`src/sv/rpd_pkg.sv`:
```
// Package for the record pool draw engine: field widths, record and result types,
// status codes and controller states. No dependencies; every other file depends on it.
package rpd_pkg;

  localparam int unsigned ID_W           = 32;
  localparam int unsigned RATING_W       = 7;
  localparam int unsigned TIME_W         = 32;
  localparam int unsigned RAND_W         = 32;
  localparam int unsigned REMAIN_W       = 13;
  localparam int unsigned STEP_W         = $clog2(RAND_W + 1);
  localparam int unsigned DEF_POOL_DEPTH = 4096;

  localparam logic ACT_LOAD = 1'b0;
  localparam logic ACT_DRAW = 1'b1;

  typedef enum logic [1:0] {
    ST_LOADED = 2'd0,
    ST_DRAWN  = 2'd1,
    ST_FULL   = 2'd2,
    ST_EMPTY  = 2'd3
  } status_e;

  typedef enum logic [2:0] {
    S_IDLE,
    S_DIV,
    S_SLOT,
    S_MOVE,
    S_RESP
  } state_e;

  typedef struct packed {
    logic [ID_W-1:0]     user;
    logic [ID_W-1:0]     item;
    logic [RATING_W-1:0] rating;
    logic [TIME_W-1:0]   stamp;
  } rec_t;

  typedef struct packed {
    status_e             status;
    rec_t                rec;
    logic [REMAIN_W-1:0] remaining;
  } result_t;

endpackage

```
`src/sv/rpd_div.sv`:
```
// Bit-serial remainder unit: random word modulo the live count, one bit per cycle.
// Depends on rpd_pkg for the random word width and step counter width.
module rpd_div #(
  parameter int unsigned CNT_W = 13
) (
  input  logic                       clk_i,
  input  logic                       rst_ni,
  input  logic                       start_i,
  input  logic [rpd_pkg::RAND_W-1:0] dividend_i,
  input  logic [CNT_W-1:0]           divisor_i,
  output logic                       done_o,
  output logic [CNT_W-1:0]           rem_o
);
  import rpd_pkg::*;

  logic              busy_q, busy_d;
  logic              done_q, done_d;
  logic [STEP_W-1:0] step_q, step_d;
  logic [RAND_W-1:0] dvd_q, dvd_d;
  logic [CNT_W-1:0]  dsr_q, dsr_d;
  logic [CNT_W-1:0]  rem_q, rem_d;
  logic [CNT_W:0]    shifted;
  logic [CNT_W:0]    diff;

  // Restoring step: the partial remainder stays below the divisor, so one
  // compare-and-subtract per bit keeps it in range.
  assign shifted = {rem_q, dvd_q[RAND_W-1]};
  assign diff    = shifted - {1'b0, dsr_q};

  always_comb begin
    busy_d = busy_q;
    done_d = 1'b0;
    step_d = step_q;
    dvd_d  = dvd_q;
    dsr_d  = dsr_q;
    rem_d  = rem_q;
    if (start_i) begin
      busy_d = 1'b1;
      step_d = '0;
      dvd_d  = dividend_i;
      dsr_d  = divisor_i;
      rem_d  = '0;
    end else if (busy_q) begin
      dvd_d  = {dvd_q[RAND_W-2:0], 1'b0};
      rem_d  = diff[CNT_W] ? shifted[CNT_W-1:0] : diff[CNT_W-1:0];
      step_d = step_q + 1'b1;
      if (step_q == STEP_W'(RAND_W - 1)) begin
        busy_d = 1'b0;
        done_d = 1'b1;
      end
    end
  end

  always_ff @(posedge clk_i or negedge rst_ni) begin
    if (!rst_ni) begin
      busy_q <= 1'b0;
      done_q <= 1'b0;
      step_q <= '0;
    end else begin
      busy_q <= busy_d;
      done_q <= done_d;
      step_q <= step_d;
    end
  end

  always_ff @(posedge clk_i) begin
    dvd_q <= dvd_d;
    dsr_q <= dsr_d;
    rem_q <= rem_d;
  end

  assign done_o = done_q;
  assign rem_o  = rem_q;

endmodule

```
`config.mk`:
```
export PLATFORM = sky130hd
export DESIGN_NAME = rpd_div
export DESIGN_NICKNAME = d
export VERILOG_FILES = /design/src/sv/rpd_pkg.sv /design/src/sv/rpd_div.sv
export SDC_FILE = /design/constraint.sdc
export NUM_CORES = 1
export LEC_CHECK = 0
export BUFFER_PORTS_ARGS = -buffer_cell sky130_fd_sc_hd__buf_2
export CAP_MARGIN = 20
export CORE_MARGIN = 4
export CORE_UTILIZATION = 40
export DETAILED_ROUTE_END_ITERATION = 16
export HOLD_SLACK_MARGIN = 0.05
export SLEW_MARGIN = 25
export SYNTH_ARGS = -nofsm -noshare
export SYNTH_HDL_FRONTEND = slang
export SYNTH_SLANG_ARGS = --single-unit
export TNS_END_PERCENT = 100
```
`constraint.sdc`:
```
create_clock -name clk_i -period 2.91 [get_ports clk_i]
set_clock_uncertainty 0.2 [all_clocks]
set_input_delay 0.582 -clock clk_i [delete_from_list [all_inputs] [get_ports clk_i]]
set_output_delay 0.582 -clock clk_i [all_outputs]
set_load 0.02 [all_outputs]
```
==> flow_summary.toml <==
[run_status]
status = "completed"

[clocking]
clock_path_buffers = 2
numCtsBuffers = 9
path_clk_slew_ns = 0.08
htree_levels = 3
clock_latency_ns = 0.34
cts_sinks = 66
root_buffer = "clkbuf_8"
tritoncts = "yes"
cts_setup_buffers = 0

[global_route]
grt_pass1_vias = 2299
grt_usage = 0.142
grt_max_degree = 36
antenna_found_initial = 0
grt_first_pass_wirelength_um = 10900
grt_overflow = 0

[synth]
synthTopCellsByArea = "edfxtp_1 41%, mux2_2 11%, dfxtp_1 7.8%"
synth_edf_count = 45
seq_area_frac_synth = 0.545
synth_ff_type = "edfxtp_1"
avgSynthCellArea_um2 = 12.3
synth_nets = 334
synth_area_um2 = 3320
ys_ff_latch = 66
synth_top_area_share = 0.406
yosys_warnings = 0
synth_cells = 271
async_flop_share = 0.121
synth_top_area_cell = "edfxtp_1"
synth_cell_type_count = 46

[layout]
final_cell_mix = "61 x buf_2, 45 x edfxtp_1, 31 x mux2_2, 26 x nand2_1, 21 x nor2_1"
regArea_um2 = 1810
final_cells = 449
num-nets-final = 405
fillers = 737
layout_commonest_cell = "buf_2"
multi_input_area_um2 = 1410
drive_above_1_share = 0.369
diodes = 0
stdcell_area_um2 = 4010
areaGrowthSynthToFinish_pct = 20.5

[route]
vias = 2255
top_layer = "met4"
wl_per_cell_um = 14.5
wl_met2_um = 2940
wl_met3_um = 300
drt-vias-per-instance = 5.02
final_antenna_net_count = 0
drc = 0
wl_um = 6530
dr.pass1.iters = 4
drtIter0Drc = 79
met1_length_um = 3130

[setup_path]
startpoint_type = "flip-flop"
cp_cell_sequence = "inv_1 > ha_1 > inv_1 > fa_1 > a211o_1 > a211oi_2 > o21bai_1 > a21oi_1 > xor2_1 > a311o_1 > a31oi_1"
worstReg2RegStart = "dvd_q[31]"
arrival_ns = 2.81
critPathBufInv = 2
r2r_cells = 11
worst_path_largest_cell_delay_ns = 0.40
crit_required_ns = 2.97
worstPathMaxFanout = 3
cp-startpoint = "dvd_q[31]"
worstSetupPathType = "flip-flop to flip-flop"
slowest_stage = "edfxtp_1"
worst_setup_path_end_kind = "flip-flop"
cp_common_cell = "inv_1"
cp.depth = 11
cpLargestDelayFamily = "compound AO/OA/AOI/OAI gates"

[power]
power_density_nw_per_um2 = 785
ir_drop_uv = 411
leakagePower_uw = 0.00176
power.total_uw = 3150

[placed_design]
gp_congestion = 0.798
dp.final_hpwl_um = 4700
dp_slack_ns = 0.0562
place_inst = 432
place_area_um2 = 3790
port_buffers = 61

[timing]
fin_crit_ns = 2.75
rsz0062_at_grt = "true"
whs_ns = 0.216
relSlewSlack = 0.621
hold_violations = 0
max_freq_mhz = 363
finalWorstSetupSlack_ns = 0.156
tightest_slew_ns = 0.565
drv_slew = 0
setup_violations = 0
post-route-period-util = 0.946

[flow_run]
cap_violations = 0

[floorplanning]
num_rows = 32
die_w_um = 99.2
die_h_um = 99.2
start_util = 0.421
die_area_um2 = 9830
pin_count = 62
core_um2 = 7890

[worst_hold_path]
hold_path_class = "input pin to flip-flop"
hp-start = "divisor_i[10]"
holdPathStages = 1
[cell usage after synthesis, drive strengths merged, types with 2 or more instances]
cell type and count:
a211oi 2, a21o 7, a21oi 12, a311oi 9, a31oi 2, and2 3
buf 3, clkbuf 8, dfrtp 8, dfxtp 13, edfxtp 45, ha 14
inv 17, mux2 31, nand2 26, nand3b 2, nand4 3, nor2 21
nor3b 2, o2111ai 2, o211a 2, o21ai 6, or3 2, xnor2 9
xor2 7
[per-layer routing]
layer / global-route usage / vias up
met4: 0.0662 / 0
li1: - / 1134
met2: 0.216 / 43
met3: 0.0449 / 13
met1: 0.183 / 1065
met5: 0 / -
[final timing paths]
kind / slack, ns / endpoint
max: 0.16 / rem_o[10]
min in group asynchronous: 0.41 / done_o
min: 0.22 / dsr_q[10]
min reg2reg: 0.30 / rem_o[10]
max in group asynchronous: 1.92 / step_q[1]
max reg2reg: 0.16 / rem_o[10]
[sequential cells by signal, indices dropped and copies added (netlist names)]
| register | cells |
|---|---|
| dvd_q | 32 |
| busy_q | 1 |
| step_q | 6 |
| done_o | 1 |
| rem_o | 13 |
| dsr_q | 13 |
[worst reg2reg max path, delay by kind of cell (launching register included)]
family | cells | cell delay [ns]
AO/OA/AOI/OAI | 6 | 1.32
adder cells (fa/ha/maj) | 2 | 0.55
flip-flops | 1 | 0.40
buffers and inverters | 2 | 0.13
XOR/XNOR | 1 | 0.08
[logic make-up after synthesis]
kind of cell / synth area share
AND/OR/NAND/NOR: 0.0922
multiplexers: 0.108
buffers and inverters: 0.0339
AO/OA/AOI/OAI: 0.116
flip-flops: 0.545
adder cells (fa/ha/maj): 0.0587
XOR/XNOR: 0.0467
[repair_timing]
action,CTS,global route
endpoints found under the setup margin,0,3
hold endpoints to repair,8,0
hold buffers,1,0
resized for setup,0,2
[cell type report]
type / count / share of cell area
inverter: 17 / 0.0159
multi-input combinational: 177 / 0.352
timing repair buffer: 71 / 0.0987
clock buffer: 10 / 0.0319
sequential: 66 / 0.452
tap: 102 / 0.0319
clock inverter: 6 / 0.0169
[where the power goes]
group / total, uW / internal (uW) / leakage [uW] / switching [uW]
Sequential: 1250 / 1150 / 0.000678 / 106
Clock: 751 / 397 / 0.0000925 / 354
Combinational: 1140 / 510 / 0.000988 / 631
[metrics by stage]
| stage | util | TNS (ns) |
|---|---|---|
| floorplan | - | 0 |
| global placement | 0.480 | 0 |
| detailed placement | 0.480 | 0 |
| CTS | 0.506 | 0 |
| global route | 0.508 | -0.0427 |
| finish | 0.508 | 0 |
Power figures use the tool's default switching activity.
